`config.mk`:
```
export PLATFORM = sky130hd
export DESIGN_NAME = llpm_ram
export DESIGN_NICKNAME = d
export VERILOG_FILES = /design/src/hw/rtl/llpm_ram.sv
export SDC_FILE = /design/constraint.sdc
export NUM_CORES = 1
export LEC_CHECK = 0
export BUFFER_PORTS_ARGS = -buffer_cell sky130_fd_sc_hd__buf_2
export CAP_MARGIN = 20
export CORE_MARGIN = 3
export CORE_UTILIZATION = 54
export CTS_CLUSTER_SIZE = 25
export DETAILED_ROUTE_END_ITERATION = 16
export PLACE_DENSITY = 0.71
export SLEW_MARGIN = 10
export SYNTH_ARGS = -nofsm -noshare
export SYNTH_HDL_FRONTEND = slang
export SYNTH_SLANG_ARGS = --single-unit
```
`constraint.sdc`:
```
create_clock -name clk -period 4.8 [get_ports clk]
set_clock_uncertainty 0.1 [all_clocks]
set_input_delay 0.96 -clock clk [delete_from_list [all_inputs] [get_ports clk]]
set_output_delay 0.96 -clock clk [all_outputs]
set_load 0.005 [all_outputs]
```
`src/hw/rtl/llpm_ram.sv`:
```
module llpm_ram #(
  parameter int WIDTH = 8,
  parameter int DEPTH = 64
) (
  input  logic                     clk,
  input  logic                     we,
  input  logic [$clog2(DEPTH)-1:0] waddr,
  input  logic [WIDTH-1:0]         wdata,
  input  logic [$clog2(DEPTH)-1:0] raddr,
  output logic [WIDTH-1:0]         rdata
);

  logic [WIDTH-1:0] mem [DEPTH];

  // One write port, registered read (old data on collision)
  always_ff @(posedge clk) begin
    if (we) begin
      mem[waddr] <= wdata;
    end
    rdata <= mem[raddr];
  end

endmodule

```
* After elaboration in Yosys (flattened, before gate mapping)
Memory sizes are Yosys's and may differ from the RTL's. A register that Yosys moved wholly into a read port is not among the register bits. Cells that the tools add are included.
Storage, ports and cells: bits in registers 0, latch bits 0, bits in writable memories 512, bits in read-only memories 0, bits of input ports 22, output and inout bits 8, memories 1
Memories:
- mem | words 64, bits a word 8, read ports 1, clocked after Yosys merged registers in 1, write ports 1, RTL line 13 | logic [WIDTH-1:0] mem [DEPTH];
Cells by class: add/subtract/negate cells 0, multipliers 0, div/mod/pow operators 0, $lt $le $gt $ge 0, equal/unequal tests 0, shift operators 0, muxes and demuxes 2, bitwise operators 0, reductions and logical operators 0
Operators by type and width (count):
- two-way mux 1 bit | 2

* Depth between registers and ports, before layout
word-level depth 2, mapped depth 9, mapped depth without buffers 5

* Least setup slack after synthesis
Ideal clock, no wire load.
path type in2reg, start point in raddr[1], end point reg rdata[3] (read register of mem), library setup time 128 ps, arrival 2500 ps, required time 4572 ps, slack 2072 ps, stages 7, path buffers 3, cells stage by stage buf_4 > buf_2 > buf_2 > mux4_2 > mux4_2 > o21ai_1 > o41ai_1
RTL lines:
- start, declared | RTL line 9 | input logic [$clog2(DEPTH)-1:0] raddr,
- end, declared | RTL line 10 | output logic [WIDTH-1:0] rdata

==> flow_metrics.tcl <==
set metrics [dict create \
    status "finished, final reports clean" \
    max_stage_delay_ps 560 \
    synth_cell_types 40 \
    switching_power_mw 1.91 \
    clock-sinks 520 \
    period_share_pct 60.7 \
    critPathArrivalTime_ps 3250 \
    synth_ff_type "edfxtp_1" \
    maxCapViolCount 0 \
    reg2reg_from "mem[14][0]" \
    drive_gt1_share_pct 25.4 \
    leakagePower_nw 7.01 \
    via_per_inst 6.42 \
    clk_path_buf_depth 3 \
    crit_family "buffers and inverters" \
    cp_num_buf_inv 2 \
    gp_congestion 0.868 \
    path_cells "buf_4 -> buf_4 -> mux4_2 -> o221a_2 -> nor3_1 -> o32ai_1" \
    crit_required_ps 5140 \
    stdcell_count 1500 \
    io_buffer_count 29 \
    synth_top_area_cell "edfxtp_1" \
    clk_transition_reported_paths_ps 60 \
    ir_worst_vdd_mv 0.294 \
    startpoint_type "primary input" \
    r2r_slack_ps 2610 \
    wire_per_inst_um 28.6 \
    p_comb_share_pct 4.9 \
    synth_area_sq_um 20200 \
    synth-edff-count 512 \
    fill_cells 2462 \
    grt_pass1_vias 9549 \
    dp_cells 1401 \
    io-pin-count 30 \
    wirelength_um 42900 \
    grt_overflow 0 \
    die_w_um 199 \
    critPathMaxFanout 45 \
    antenna_cells 0 \
    synth_most_common_cell "edfxtp_1" \
    cts-hold-fix-buffers 0 \
    drv_slew 0 \
    cp_slowest_cell "buf_4" \
    finalHoldViolCount 0 \
    cts_buffers 52 \
    period_minus_slack_ps 2910 \
    die_y_um 199 \
    place_hpwl_um 25200 \
    grt_pass1_wl_um 63400 \
    fin_hold_ws_ps 704 \
    cts.repair.resized 0 \
    start_util_pct 55.0 \
    worstMarginPinSlew_ps 920 \
    grt_usage_pct 22.2 \
    synthTopCellsByArea "edfxtp_1 76%, mux4_2 14%, nor2_1 1.5%" \
    ys_seq_area_share_pct 77.0 \
    grt_max_degree 71 \
    r2r_end "rdata[0]" \
    syn_to_final_growth_pct 11.6 \
    dr.pass1.iters 5 \
    hold_path.class "in2reg" \
    clock_latency_ps 570 \
    antenna_found_initial 3 \
    ys_warn_count 0 \
    setup_viol 0 \
    via_count 9633 \
    core-area_sq_um 36700 \
    fin_setup_tns_ps 0 \
    swShare_pct 20.2 \
    cts_root_buf "clkbuf_16" \
    drt_iter0_markers 1091 \
    cts_tree "yes" \
    drc 0 \
    whs_endpoint "mem[36][5]" \
    async_flop_share_pct 0 \
    crit_type "in2reg" \
    rsz0062_at_grt "no" \
    cp-end-kind "flip-flop" \
    pwr-share-seq_pct 53.3 \
    rows 70 \
    final_nets 1014 \
    syn-instance-count 940 \
    postCtsSetupBuffers 0 \
    slew_headroom_pct 38.4 \
    syn_area_per_cell_sq_um 21.5 \
    synth_nets 962 \
    synth_common_cells "512 x edfxtp_1, 126 x mux4_2, 83 x nor2_1, 23 x mux2i_1, 19 x nand2_1" \
    max_freq_ghz 0.343 \
    hp-start "wdata[5]" \
    setup_slack_ps 1890 \
    hold_path_depth 1 \
    dp_slack_ps 1290 \
    ys_ff_latch 520 \
    power.internal_mw 7.55 \
    synth_top_area_share_pct 76.2 \
    crit_top_cell "buf_4" \
    crit_cells 6 \
    ant_nets 0 \
    htree_levels 2 \
    dieArea_sq_um 39700 \
    powerDensity_nw_per_um2 420 \
    clkPwrFrac_pct 41.8 \
    ff2ff_path_depth 5 \
]
-- per-layer routing --
layer	track usage [%]	vias up	share of wire, %
met4	6.82	6	2.7
met3	4.10	82	8.5
met5	0	-	0.070
li1	-	4027	-
met2	34.0	437	48
met1	33.5	5081	41
-- registers in the layout (all words and copies together) (netlist names) --
name	count
mem	512
rdata	8
-- power groups by stage --
stage / Clock [mW] / Sequential (mW) / Combinational [mW]
detailed placement: 0 / 5.14 / 0.453
global placement: 0 / 5.14 / 0.440
floorplan: 0 / 5.13 / 0.268
CTS: 4.02 / 5.04 / 0.454
finish: 3.96 / 5.04 / 0.461
global route: 4.21 / 5.04 / 0.491
-- through the flow --
step,total power [mW],cell area (sq um),utilization (%)
2_1_floorplan,5.40,20200,-
3_3_place_gp,5.58,20700,56.5
3_5_place_dp,5.59,20700,56.5
4_1_cts,9.51,22400,61.1
5_1_grt,9.74,22500,61.3
6_report,9.46,22500,61.3
-- worst max-delay path by stage --
stage,from,to
2_1_floorplan,raddr[1],rdata[3]
3_3_place_gp,raddr[0],rdata[6]
3_5_place_dp,raddr[0],rdata[4]
4_1_cts,raddr[0],rdata[4]
5_1_grt,raddr[0],rdata[0]
6_report,raddr[2],rdata[4]
-- placed cells by master (no fill, tap or decap), types with 4 or more instances in the layout --
master       n
o22ai_1      8
nand3_1     13
buf_2       27
edfxtp_1   512
bufinv_16    6
nand2_1     19
a211oi_1     4
mux2_2      13
dfxtp_1      8
buf_4       13
nor2b_1     14
clkinv_1     9
nor2_1      83
a221oi_1     6
clkbuf_1    14
clkinv_2     8
mux4_2     126
nor3_1       6
mux2i_1     23
buf_12       8
o221ai_1     8
nand2b_1     7
clkbuf_16   53
-- kinds of logic (layout without fill, tap and decap cells) --
group | Yosys count | after routing | share of synthesized area, %
flops | 520 | 520 | 77.0
mux | 162 | 162 | 15.9
simple gates | 153 | 153 | 3.39
buf+inv | 51 | 143 | 1.57
compound gates | 54 | 54 | 2.07
-- final cells by class --
cell class	instances	area [sq um]	area share (%)
Clock buffer	67	1380	6.12
Clock inverter	27	287	1.27
Multi-Input combinational cell	369	4320	19.2
Sequential cell	520	15500	69.0
Tap cell	468	586	2.60
Timing Repair Buffer	49	407	1.81
(Power assumes the default switching activity.)
