## src/hw/rtl/llpm_pkg.sv

```systemverilog
package llpm_pkg;

  // Pool geometry
  localparam int POOL_DEPTH = 64;
  localparam int KEY_BITS   = 64;
  localparam int ADDR_W     = $clog2(POOL_DEPTH);

  // Fixed field widths
  localparam int PTR_W = 7;   // entry pointer incl. null marker
  localparam int IDX_W = 6;   // reported entry index
  localparam int CNT_W = 7;   // live count, walk steps
  localparam int KEY_W = 64;  // key port width

  localparam logic [PTR_W-1:0] NIL = '1;

  typedef logic [PTR_W-1:0]    ptr_t;
  typedef logic [ADDR_W-1:0]   addr_t;
  typedef logic [KEY_BITS-1:0] key_t;

  typedef enum logic [1:0] {
    OP_ADD    = 2'd0,
    OP_FIND   = 2'd1,
    OP_REMOVE = 2'd2,
    OP_LIST   = 2'd3
  } op_t;

  typedef enum logic [1:0] {
    ST_OK   = 2'd0,
    ST_FULL = 2'd1,
    ST_MISS = 2'd2
  } status_t;

  // Access request from sequencer to the key and link memories
  typedef struct packed {
    addr_t raddr;
    addr_t waddr;
    logic  key_we;
    logic  next_we;
    key_t  wkey;
    ptr_t  wnext;
  } mem_req_t;

endpackage

```

## src/hw/rtl/llpm_seq.sv

```systemverilog
module llpm_seq (
  input  logic                    clk,
  input  logic                    rst_n,
  input  logic                    start,
  output logic                    busy,
  input  logic [1:0]              in_op,
  input  logic [llpm_pkg::KEY_W-1:0] in_key,
  input  logic                    in_use_hint,
  input  logic [llpm_pkg::IDX_W-1:0] in_hint_index,
  output llpm_pkg::mem_req_t      mem_req,
  input  llpm_pkg::key_t          key_rd,
  input  llpm_pkg::ptr_t          next_rd,
  output logic                    out_valid,
  output logic [1:0]              out_status,
  output logic [llpm_pkg::IDX_W-1:0] out_entry_index,
  output logic                    out_has_prev,
  output logic [llpm_pkg::IDX_W-1:0] out_prev_entry,
  output logic [llpm_pkg::KEY_W-1:0] out_key_out,
  output logic [llpm_pkg::CNT_W-1:0] out_live_count,
  output logic                    out_last
);

  typedef enum logic [2:0] {
    S_IDLE,
    S_DISPATCH,
    S_ADD_POP,
    S_WALK,
    S_RM_LINK,
    S_RM_FREE
  } state_t;

  state_t                      state_r, state_nxt;
  llpm_pkg::op_t               op_r, op_nxt;
  llpm_pkg::key_t              key_r, key_nxt;
  logic                        hint_r, hint_nxt;
  llpm_pkg::ptr_t              hidx_r, hidx_nxt;
  llpm_pkg::ptr_t              used_head_r, used_head_nxt;
  llpm_pkg::ptr_t              free_head_r, free_head_nxt;
  llpm_pkg::ptr_t              fresh_r, fresh_nxt;
  logic [llpm_pkg::CNT_W-1:0]  count_r, count_nxt;
  llpm_pkg::ptr_t              cur_r, cur_nxt;
  llpm_pkg::ptr_t              prev_r, prev_nxt;
  logic [llpm_pkg::CNT_W-1:0]  steps_r, steps_nxt;
  llpm_pkg::ptr_t              rm_idx_r, rm_idx_nxt;
  llpm_pkg::ptr_t              rm_prev_r, rm_prev_nxt;
  llpm_pkg::key_t              rm_key_r, rm_key_nxt;

  logic                        out_valid_r, out_valid_nxt;
  logic [1:0]                  out_status_r, out_status_nxt;
  logic [llpm_pkg::IDX_W-1:0]  out_index_r, out_index_nxt;
  logic                        out_has_prev_r, out_has_prev_nxt;
  logic [llpm_pkg::IDX_W-1:0]  out_prev_r, out_prev_nxt;
  logic [llpm_pkg::KEY_W-1:0]  out_key_r, out_key_nxt;
  logic [llpm_pkg::CNT_W-1:0]  out_count_r, out_count_nxt;
  logic                        out_last_r, out_last_nxt;

  logic                        add_go;
  llpm_pkg::ptr_t              add_idx;
  logic                        hit;
  logic                        more;
  logic                        prev_ok;
  logic                        rm_prev_ok;

  function automatic logic is_live(llpm_pkg::ptr_t p);
    return p < llpm_pkg::PTR_W'(llpm_pkg::POOL_DEPTH);
  endfunction

  function automatic llpm_pkg::addr_t to_addr(llpm_pkg::ptr_t p);
    return p[llpm_pkg::ADDR_W-1:0];
  endfunction

  assign busy = (state_r != S_IDLE);

  // Walk compare terms
  assign hit = (op_r == llpm_pkg::OP_REMOVE && hint_r) ? (cur_r == hidx_r)
                                                        : (key_rd == key_r);
  assign more = is_live(next_rd) &&
                ((steps_r + llpm_pkg::CNT_W'(1)) < llpm_pkg::CNT_W'(llpm_pkg::POOL_DEPTH));
  assign prev_ok    = is_live(prev_r);
  assign rm_prev_ok = is_live(rm_prev_r);

  // Next-state logic
  always_comb begin
    state_nxt     = state_r;
    op_nxt        = op_r;
    key_nxt       = key_r;
    hint_nxt      = hint_r;
    hidx_nxt      = hidx_r;
    used_head_nxt = used_head_r;
    free_head_nxt = free_head_r;
    fresh_nxt     = fresh_r;
    count_nxt     = count_r;
    cur_nxt       = cur_r;
    prev_nxt      = prev_r;
    steps_nxt     = steps_r;
    rm_idx_nxt    = rm_idx_r;
    rm_prev_nxt   = rm_prev_r;
    rm_key_nxt    = rm_key_r;

    out_valid_nxt    = 1'b0;
    out_status_nxt   = out_status_r;
    out_index_nxt    = out_index_r;
    out_has_prev_nxt = out_has_prev_r;
    out_prev_nxt     = out_prev_r;
    out_key_nxt      = out_key_r;
    out_count_nxt    = out_count_r;
    out_last_nxt     = out_last_r;

    mem_req = '0;
    add_go  = 1'b0;
    add_idx = free_head_r;

    unique case (state_r)
      S_IDLE: begin
        if (start) begin
          op_nxt    = llpm_pkg::op_t'(in_op);
          key_nxt   = in_key[llpm_pkg::KEY_BITS-1:0];
          hint_nxt  = in_use_hint;
          hidx_nxt  = llpm_pkg::PTR_W'(in_hint_index);
          state_nxt = S_DISPATCH;
        end
      end

      S_DISPATCH: begin
        if (op_r == llpm_pkg::OP_ADD) begin
          if (is_live(free_head_r)) begin
            // fetch link of the free head before popping it
            mem_req.raddr = to_addr(free_head_r);
            state_nxt     = S_ADD_POP;
          end else if (fresh_r < llpm_pkg::PTR_W'(llpm_pkg::POOL_DEPTH)) begin
            add_go    = 1'b1;
            add_idx   = fresh_r;
            fresh_nxt = fresh_r + llpm_pkg::PTR_W'(1);
          end else begin
            out_valid_nxt    = 1'b1;
            out_status_nxt   = llpm_pkg::ST_FULL;
            out_index_nxt    = '0;
            out_has_prev_nxt = 1'b0;
            out_prev_nxt     = '0;
            out_key_nxt      = '0;
            out_last_nxt     = 1'b1;
            state_nxt        = S_IDLE;
          end
        end else if (!is_live(used_head_r) ||
                     (op_r == llpm_pkg::OP_REMOVE && hint_r && !is_live(hidx_r))) begin
          // empty list or out-of-range hint
          out_valid_nxt    = 1'b1;
          out_status_nxt   = llpm_pkg::ST_MISS;
          out_index_nxt    = '0;
          out_has_prev_nxt = 1'b0;
          out_prev_nxt     = '0;
          out_key_nxt      = '0;
          out_last_nxt     = 1'b1;
          state_nxt        = S_IDLE;
        end else begin
          mem_req.raddr = to_addr(used_head_r);
          cur_nxt       = used_head_r;
          prev_nxt      = llpm_pkg::NIL;
          steps_nxt     = '0;
          state_nxt     = S_WALK;
        end
      end

      S_ADD_POP: begin
        add_go        = 1'b1;
        add_idx       = free_head_r;
        free_head_nxt = next_rd;
      end

      S_WALK: begin
        // key and link of cur_r are on the read port this cycle
        if (op_r == llpm_pkg::OP_LIST) begin
          out_valid_nxt    = 1'b1;
          out_status_nxt   = llpm_pkg::ST_OK;
          out_index_nxt    = llpm_pkg::IDX_W'(cur_r);
          out_has_prev_nxt = prev_ok;
          out_prev_nxt     = prev_ok ? llpm_pkg::IDX_W'(prev_r) : '0;
          out_key_nxt      = llpm_pkg::KEY_W'(key_rd);
          out_last_nxt     = !more;
        end

        if (op_r == llpm_pkg::OP_FIND && hit) begin
          out_valid_nxt    = 1'b1;
          out_status_nxt   = llpm_pkg::ST_OK;
          out_index_nxt    = llpm_pkg::IDX_W'(cur_r);
          out_has_prev_nxt = prev_ok;
          out_prev_nxt     = prev_ok ? llpm_pkg::IDX_W'(prev_r) : '0;
          out_key_nxt      = llpm_pkg::KEY_W'(key_rd);
          out_last_nxt     = 1'b1;
          state_nxt        = S_IDLE;
        end else if (op_r == llpm_pkg::OP_REMOVE && hit && hint_r && is_live(next_rd)) begin
          // unlink the successor of the hint entry
          rm_idx_nxt    = next_rd;
          rm_prev_nxt   = cur_r;
          mem_req.raddr = to_addr(next_rd);
          state_nxt     = S_RM_LINK;
        end else if (op_r == llpm_pkg::OP_REMOVE && hit && !hint_r) begin
          rm_idx_nxt    = cur_r;
          rm_prev_nxt   = prev_r;
          mem_req.raddr = to_addr(cur_r);
          state_nxt     = S_RM_LINK;
        end else if (more && !(op_r == llpm_pkg::OP_REMOVE && hit)) begin
          // advance one entry, read issued on the fresh link
          prev_nxt      = cur_r;
          cur_nxt       = next_rd;
          steps_nxt     = steps_r + llpm_pkg::CNT_W'(1);
          mem_req.raddr = to_addr(next_rd);
        end else begin
          if (op_r != llpm_pkg::OP_LIST) begin
            out_valid_nxt    = 1'b1;
            out_status_nxt   = llpm_pkg::ST_MISS;
            out_index_nxt    = '0;
            out_has_prev_nxt = 1'b0;
            out_prev_nxt     = '0;
            out_key_nxt      = '0;
            out_last_nxt     = 1'b1;
          end
          state_nxt = S_IDLE;
        end
      end

      S_RM_LINK: begin
        // bypass the removed entry
        rm_key_nxt = key_rd;
        if (rm_prev_ok) begin
          mem_req.next_we = 1'b1;
          mem_req.waddr   = to_addr(rm_prev_r);
          mem_req.wnext   = next_rd;
        end else begin
          used_head_nxt = next_rd;
        end
        state_nxt = S_RM_FREE;
      end

      S_RM_FREE: begin
        // push the slot onto the free list
        mem_req.next_we  = 1'b1;
        mem_req.waddr    = to_addr(rm_idx_r);
        mem_req.wnext    = free_head_r;
        free_head_nxt    = rm_idx_r;
        if (count_r != '0) begin
          count_nxt = count_r - llpm_pkg::CNT_W'(1);
        end
        out_valid_nxt    = 1'b1;
        out_status_nxt   = llpm_pkg::ST_OK;
        out_index_nxt    = llpm_pkg::IDX_W'(rm_idx_r);
        out_has_prev_nxt = rm_prev_ok;
        out_prev_nxt     = rm_prev_ok ? llpm_pkg::IDX_W'(rm_prev_r) : '0;
        out_key_nxt      = llpm_pkg::KEY_W'(rm_key_r);
        out_last_nxt     = 1'b1;
        state_nxt        = S_IDLE;
      end

      default: begin
        state_nxt = S_IDLE;
      end
    endcase

    // Add: write the entry and link it in at the head
    if (add_go) begin
      mem_req.key_we   = 1'b1;
      mem_req.next_we  = 1'b1;
      mem_req.waddr    = to_addr(add_idx);
      mem_req.wkey     = key_r;
      mem_req.wnext    = used_head_r;
      used_head_nxt    = add_idx;
      count_nxt        = count_r + llpm_pkg::CNT_W'(1);
      out_valid_nxt    = 1'b1;
      out_status_nxt   = llpm_pkg::ST_OK;
      out_index_nxt    = llpm_pkg::IDX_W'(add_idx);
      out_has_prev_nxt = 1'b0;
      out_prev_nxt     = '0;
      out_key_nxt      = llpm_pkg::KEY_W'(key_r);
      out_last_nxt     = 1'b1;
      state_nxt        = S_IDLE;
    end

    if (out_valid_nxt) begin
      out_count_nxt = count_nxt;
    end
  end

  // State and registered outputs
  always_ff @(posedge clk) begin
    if (!rst_n) begin
      state_r     <= S_IDLE;
      used_head_r <= llpm_pkg::NIL;
      free_head_r <= llpm_pkg::NIL;
      fresh_r     <= '0;
      count_r     <= '0;
      out_valid_r <= 1'b0;
    end else begin
      state_r     <= state_nxt;
      used_head_r <= used_head_nxt;
      free_head_r <= free_head_nxt;
      fresh_r     <= fresh_nxt;
      count_r     <= count_nxt;
      out_valid_r <= out_valid_nxt;
    end
    op_r           <= op_nxt;
    key_r          <= key_nxt;
    hint_r         <= hint_nxt;
    hidx_r         <= hidx_nxt;
    cur_r          <= cur_nxt;
    prev_r         <= prev_nxt;
    steps_r        <= steps_nxt;
    rm_idx_r       <= rm_idx_nxt;
    rm_prev_r      <= rm_prev_nxt;
    rm_key_r       <= rm_key_nxt;
    out_status_r   <= out_status_nxt;
    out_index_r    <= out_index_nxt;
    out_has_prev_r <= out_has_prev_nxt;
    out_prev_r     <= out_prev_nxt;
    out_key_r      <= out_key_nxt;
    out_count_r    <= out_count_nxt;
    out_last_r     <= out_last_nxt;
  end

  assign out_valid       = out_valid_r;
  assign out_status      = out_status_r;
  assign out_entry_index = out_index_r;
  assign out_has_prev    = out_has_prev_r;
  assign out_prev_entry  = out_prev_r;
  assign out_key_out     = out_key_r;
  assign out_live_count  = out_count_r;
  assign out_last        = out_last_r;

`ifndef SYNTH
  // list results come back to back until the last one
  a_list_burst: assert property (@(posedge clk) disable iff (!rst_n)
    out_valid_r && !out_last_r |=> out_valid_r)
    else $error("list burst broken before last result");

  a_count_bound: assert property (@(posedge clk) disable iff (!rst_n)
    count_r <= llpm_pkg::CNT_W'(llpm_pkg::POOL_DEPTH))
    else $error("live count above pool depth");

  a_walk_bound: assert property (@(posedge clk) disable iff (!rst_n)
    state_r == S_WALK |-> steps_r < llpm_pkg::CNT_W'(llpm_pkg::POOL_DEPTH))
    else $error("walk ran past pool depth");

  a_full_cause: assert property (@(posedge clk) disable iff (!rst_n)
    out_valid_r && out_status_r == llpm_pkg::ST_FULL |->
      !is_live(free_head_r) && fresh_r == llpm_pkg::PTR_W'(llpm_pkg::POOL_DEPTH))
    else $error("pool full reported with a slot available");
`endif

endmodule

```

## config.mk

```make
export PLATFORM = sky130hd
export DESIGN_NAME = llpm_seq
export DESIGN_NICKNAME = d
export VERILOG_FILES = /design/src/hw/rtl/llpm_pkg.sv /design/src/hw/rtl/llpm_seq.sv
export SDC_FILE = /design/constraint.sdc
export NUM_CORES = 1
export LEC_CHECK = 0
export ABC_AREA = 1
export BUFFER_PORTS_ARGS = -buffer_cell sky130_fd_sc_hd__buf_2
export CAP_MARGIN = 20
export CORE_MARGIN = 1.5
export CORE_UTILIZATION = 60
export CTS_CLUSTER_SIZE = 16
export DETAILED_ROUTE_END_ITERATION = 8
export PLACE_DENSITY_LB_ADDON = 0.15
export SLEW_MARGIN = 20
export SYNTH_ARGS = -nofsm -noshare
export SYNTH_HDL_FRONTEND = slang
export SYNTH_SLANG_ARGS = --single-unit
```

## constraint.sdc

```tcl
create_clock -name clk -period 10.1 [get_ports clk]
set_input_delay 2.02 -clock clk [delete_from_list [all_inputs] [get_ports clk]]
set_output_delay 2.02 -clock clk [all_outputs]
set_load 0.02 [all_outputs]
```

## Yosys cells after proc, flatten, opt, wreduce, memory -nomap -nowiden

Index checks and enable logic that the tools add are counted.

- Bits in registers: 291
- Bits in latches: 0
- RAM bits: 0
- Bits in read-only memories: 0
- Bits of input ports: 147
- Output and inout port bits: 174
- Word-level logic and storage cells: 243
- Memories: 0

- Add/subtract/negate cells: 4
- Multipliers: 0
- Div/mod/pow operators: 0
- Magnitude comparators: 8
- Equality and inequality tests: 27
- Shifts and indexed selects: 0
- Multiplexer cells: 143
- Bitwise gates (word level): 4
- Reduce and logical (&&, ||, !) cells: 34

Operators with widths:

| kind | number |
|---|---|
| $mux W64 | 11 |
| $mux W7 | 33 |
| $pmux W64 S3 | 1 |
| $mux W6 | 26 |
| $mux W79 | 1 |
| $pmux W7 S2 | 5 |
| $eq A64 B64 Y1 | 1 |
| $lt A7 B7 Y1 const B | 7 |
| $mux W1 | 36 |
| $pmux W6 S3 | 2 |
| $mux W3 | 8 |
| $pmux W6 S2 | 2 |
| $mux W2 | 11 |
| $add A7 B1 Y7 const B | 3 |
| $ne A2 B2 Y1 const B | 9 |
| $ne A4 B4 Y1 const B | 4 |
| $reduce_and A4 Y1 | 4 |
| $pmux W3 S5 | 1 |
| $logic_and A1 B1 Y1 | 9 |
| $ne A3 B3 Y1 const B | 3 |
| $pmux W1 S3 | 3 |
| $reduce_bool A2 Y1 | 4 |
| $eq A7 B6 Y1 | 1 |
| $lt A6 B7 Y1 const B | 1 |
| 21 further kinds | 34 |

## Logic depth before layout (Yosys ltp)

- Depth after elaboration: 12
- Mapped depth: 19
- Depth with buffers taken out: 18

## Worst setup path after synthesis

Ideal clock, no wire load.

- Path kind: register to output
- Start: reg state_r[0]
- End: out mem_req[0] in the netlist's numbering
- Data arrival time: 4899 ps
- Path slack: 3181 ps
- Cell stages (with the launch flop): 6
- Buffers on the path: 0
- Cell sequence: dfxtp_1 -> nor2_1 -> inv_1 -> nor2_1 -> nand2_1 -> o221ai_1

RTL lines:

| element | RTL line | RTL |
|---|---|---|
| start: declaration | llpm_seq.sv:32 | `state_t state_r, state_nxt;` |
| start signal: assignment | llpm_seq.sv:293 | `state_r <= state_nxt;` |
| end: declaration | llpm_seq.sv:10 | `output llpm_pkg::mem_req_t mem_req,` |

==> impl_results.md <==
* Fin. Hold Viols at 0
* Critical Path Max Stage Delay at a little under 0.6 ns
* Net Count, Synth at 1918
* GRT Total Usage at 36.59%
* Pre-CTS setup slack at about 2.9 ns
* Clock buffer count from CTS at 34
* Hold Buf Count CTS at 0
* Endpoint type of the worst setup path: primary output
* Row Count at 58
* Register area at just over 8000 um2
* Library cells used by synthesis at 48
* RePlAce Congestion at a little under 1
* CP max stage cell: nand2_2
* Num Clock Sinks at between 200 and 300
* Cells resized by post-CTS repair at 0
* Max Cap Viol at 0
* Reg-to-reg endpoint: out_key_out[61]$_DFFE_PP_
* CP max FO at between 50 and 60
* Setup Crit Path Kind: in2out
* Worst min path class: reg2reg
* Worst-path clk slew at roughly 0.06 ns
* Cell Int Power at 0.002710 W
* I/O pin count at roughly 320
* Final wirelength at ~50000 um
* Crit path cell chain: buf_2 > xnor2_1 > nand3_1 > nor2_1 > nand2_1 > nor2_1 > nand3_1 > nand2_2 > nand2_4 > nand2_2 > inv_2 > buf_4 > o21ai_0 > o21ai_0 > buf_2
* Routed met3 length at a little under 6000 um
* PD cells at 245.2 nW/um2
* Final worst setup slack at approximately 2.8 ns
* Post-CTS setup buffer count at 0
* Layout cell share with drive strength beyond 1 at approximately a fifth
* Post-Synthesis Cell Area at roughly 15000 um2
* Area Growth Syn to Fin at 18.87%
* Mean post-synth cell area at between 8 and 9 um2
* Vias at ~14000
* Worst Max-Slew Pin Slew at 1.136 ns
* Clock network power share at between 20% and 30%
* Initial antenna violation count at 7
* Crit path launch type: primary input
* Vias per cell at between 5 and 6
* CP required at roughly 8.1 ns
* # DRC at 0
* TritonCTS clock tree: yes
* Htree depth at 2
* Worst Path Arrival at between 5 and 6 ns
* Worst reg2reg path depth at 8
* Switching Share at ~39%
* Root Buffer: clkbuf_16
* Asr flop ratio synth at 0%
* Clock skew at 0.02475 ns
* I/O Buffers at between 300 and 400
* Buf/Inv on CP at 4
* HP Start: out_status[0]$_SDFFE_PP0P_
* Clock latency on the worst-skew pair at roughly 0.52 ns
* R2r startpoint: op_r[0]$_DFFE_PP_
* Leak pwr at roughly 8 nW
* Final net count at roughly 2200
* Vias in the first global route at ~13000
* Detail Route Antenna Nets at 0
* Final setup violating endpoints at 0
* Hold path cells at 2
* Core area at 24960 um2
* Overflow after GRT at 0
* Iter 0 DRT Violations at 2313
* TNS Setup at 0 ns
* CP top delay family: simple AND/OR/NAND/NOR gates
* F_max at around 0.14 GHz
* Largest buffer count on any clock path at 3
* Max Slew Vio Count at 0
* Top Metal Used: met5
* Number of synthesized flops with an enable pin at about 250
* Fillers at ~1900
* Crit share post-route at 72.03%
* Multi-input combinational cell area at slightly below 6000 um2
* Full die area at roughly 26000 um2
* Initial core utilization at between 60% and 70%
* Hold Crit Endpoint: out_status[0]$_SDFFE_PP0P_
* Status: complete, no violations
* Psw at around 0.0017 W
* Drt pass-1 iters at 6
* Die Wd at between 150 and 200 um
* Main synth FF type: edfxtp_1
* Hpwl dp at approximately 33000 um
* Slew headroom at 24.24%
* Sequential share of power at between 40% and 50%
* RSZ-0062 raised after global routing: no
* Die Y-Extent at between 150 and 200 um
* First-pass GRT wire length at approximately 74000 um
* WHS at around 0.48 ns
* Yosys reg bits at 291
* Wirelength per Cell at about 20 um
* Post-Syn Instances at 1766
* VDD IR max at between 0.15 and 0.2 mV
* Largest net degree at the start of global routing at 77
* Met2 WL at between 20000 and 25000 um
* Register area share after synthesis at 54.83%
* Combinational share of power at between 30% and 40%
* Warnings, synthesis at 0
* FF-to-FF setup slack at between 5 and 6 ns
* Met1 WL at between 15000 and 20000 um
* Tmin final at about 7.3 ns
## state kept, by name, indices dropped and copies added, names as in the netlist, 6 cells and up
signal	count
key_r	64
out_key_out	64
rm_key_r	64
count_r	7
cur_r	7
free_head_r	7
fresh_r	7
out_live_count	7
prev_r	7
rm_idx_r	7
rm_prev_r	7
steps_r	7
used_head_r	7
hidx_r	6
out_entry_index	6
out_prev_entry	6
## power groups by stage
| stage | clock, W | combinational [W] | sequential (W) |
|---|---|---|---|
| floorplan | 0 | 0.000714 | 0.00199 |
| global placement | 0 | 0.00141 | 0.00180 |
| detailed placement | 0 | 0.00143 | 0.00181 |
| CTS | 0.00118 | 0.00144 | 0.00178 |
| global route | 0.00123 | 0.00156 | 0.00181 |
| finish | 0.00118 | 0.00145 | 0.00179 |
## tightest hold or removal path, stage by stage (launching register included)
cell	delay, ns
dfxtp_1	0.32
nand2_1	0.06
a21oi_1	0.06
## cell usage after synthesis (2+ instances only)
cell       number  area [um2]
nand2_1       572        2147
edfxtp_1      249        7477
inv_1         184       690.7
nor2_1        162       608.1
o21ai_0       108       540.5
nand3_1        79       395.4
a21oi_1        58       290.3
o2111ai_1      52       455.4
clkbuf_1       48       180.2
dfxtp_1        42       840.8
nand4_1        38       237.7
nor3_1         19       95.09
xor2_1         18       157.7
a22oi_1        15       112.6
buf_2          13       65.06
inv_2          11       41.29
buf_4          10       75.07
nand3_2        10       100.1
nand3b_1        7       52.55
o21ai_1         7       35.03
xnor2_1         7       61.31
buf_6           6       67.56
o211ai_1        6       45.04
ha_1            5       62.56
nor2_2          4       25.02
nor3b_1         4       30.03
nand2_4         3       33.78
nor4_1          3       18.77
o221ai_1        3       26.28
clkinv_1        2       7.510
nand2_2         2       12.51
nand2b_1        2       12.51
or2_2           2       12.51
## how the worst max path moves through the flow
stage	from	endpoint	slack (ns)	depth (start not counted)
after floorplan	state_r[0]$_SDFFE_PP0P_	mem_req[0]	3.18	5
after detailed placement	key_rd[59]	mem_req[80]	2.93	16
final	key_rd[48]	mem_req[80]	2.82	15
after CTS	key_rd[59]	mem_req[80]	2.91	16
after global routing	key_rd[63]	mem_req[80]	2.63	18
after global placement	key_rd[59]	mem_req[80]	2.96	16
## kinds of logic (layout without fill, tap and decap cells)
family | Yosys count | in the layout | share of synthesized area, %
xor gates and xnor gates | 25 | 25 | 1.443
DFF | 291 | 291 | 54.83
other | 0 | 8 | 0
AOI/OAI and AO/OA | 255 | 255 | 10.32
adders and majority gates | 5 | 5 | 0.4124
buffers and inverters | 276 | 591 | 7.506
and+or+nand+nor | 914 | 914 | 25.49
## placed cells by master, fill, tap and decap left out, types with 7 or more instances in the layout
cell / Yosys / final
nand3b_1: 7 / 7
o2111ai_1: 52 / 52
xor2_1: 18 / 18
buf_2: 13 / 320
nor2_1: 162 / 160
edfxtp_1: 249 / 249
xnor2_1: 7 / 7
nand3_2: 10 / 10
nand2_1: 572 / 571
nor3_1: 19 / 19
inv_2: 11 / 11
clkbuf_16: 0 / 35
nand3_1: 79 / 79
o21ai_0: 108 / 108
clkinv_1: 2 / 9
a22oi_1: 15 / 15
inv_1: 184 / 184
diode_2: 0 / 8
buf_4: 10 / 14
a21oi_1: 58 / 57
nand4_1: 38 / 38
o21ai_1: 7 / 7
dfxtp_1: 42 / 42
## per-layer routing
layer	GRT usage [%]	vias to the layer above
met4	15.97	2
met2	57.57	1051
met1	50.50	6575
met5	0	-
li1	-	6541
met3	6.001	150
## final cells by class
class | count | share of cell area [%]
inverter | 197 | 4.101
multi-input combinational | 1199 | 31.95
sequential | 291 | 46.13
tap | 330 | 2.290
timing repair buffer | 335 | 9.617
clock inverter | 18 | 0.8188
antenna | 8 | 0.1110
clock buffer | 41 | 4.982
## per-stage QoR
stage                     utilization (%)  cells  total power [W]  instance area [um2]
after floorplan                         -   1766         0.002704                15170
after global placement              67.85   2351         0.003208                16940
after detailed placement            67.85   2351         0.003235                16940
after CTS                           72.04   2410         0.004401                17980
after global routing                72.21   2417         0.004596                18030
final                               72.23   2419         0.004422                18030
Note: power is estimated with default switching activity, not from simulation.
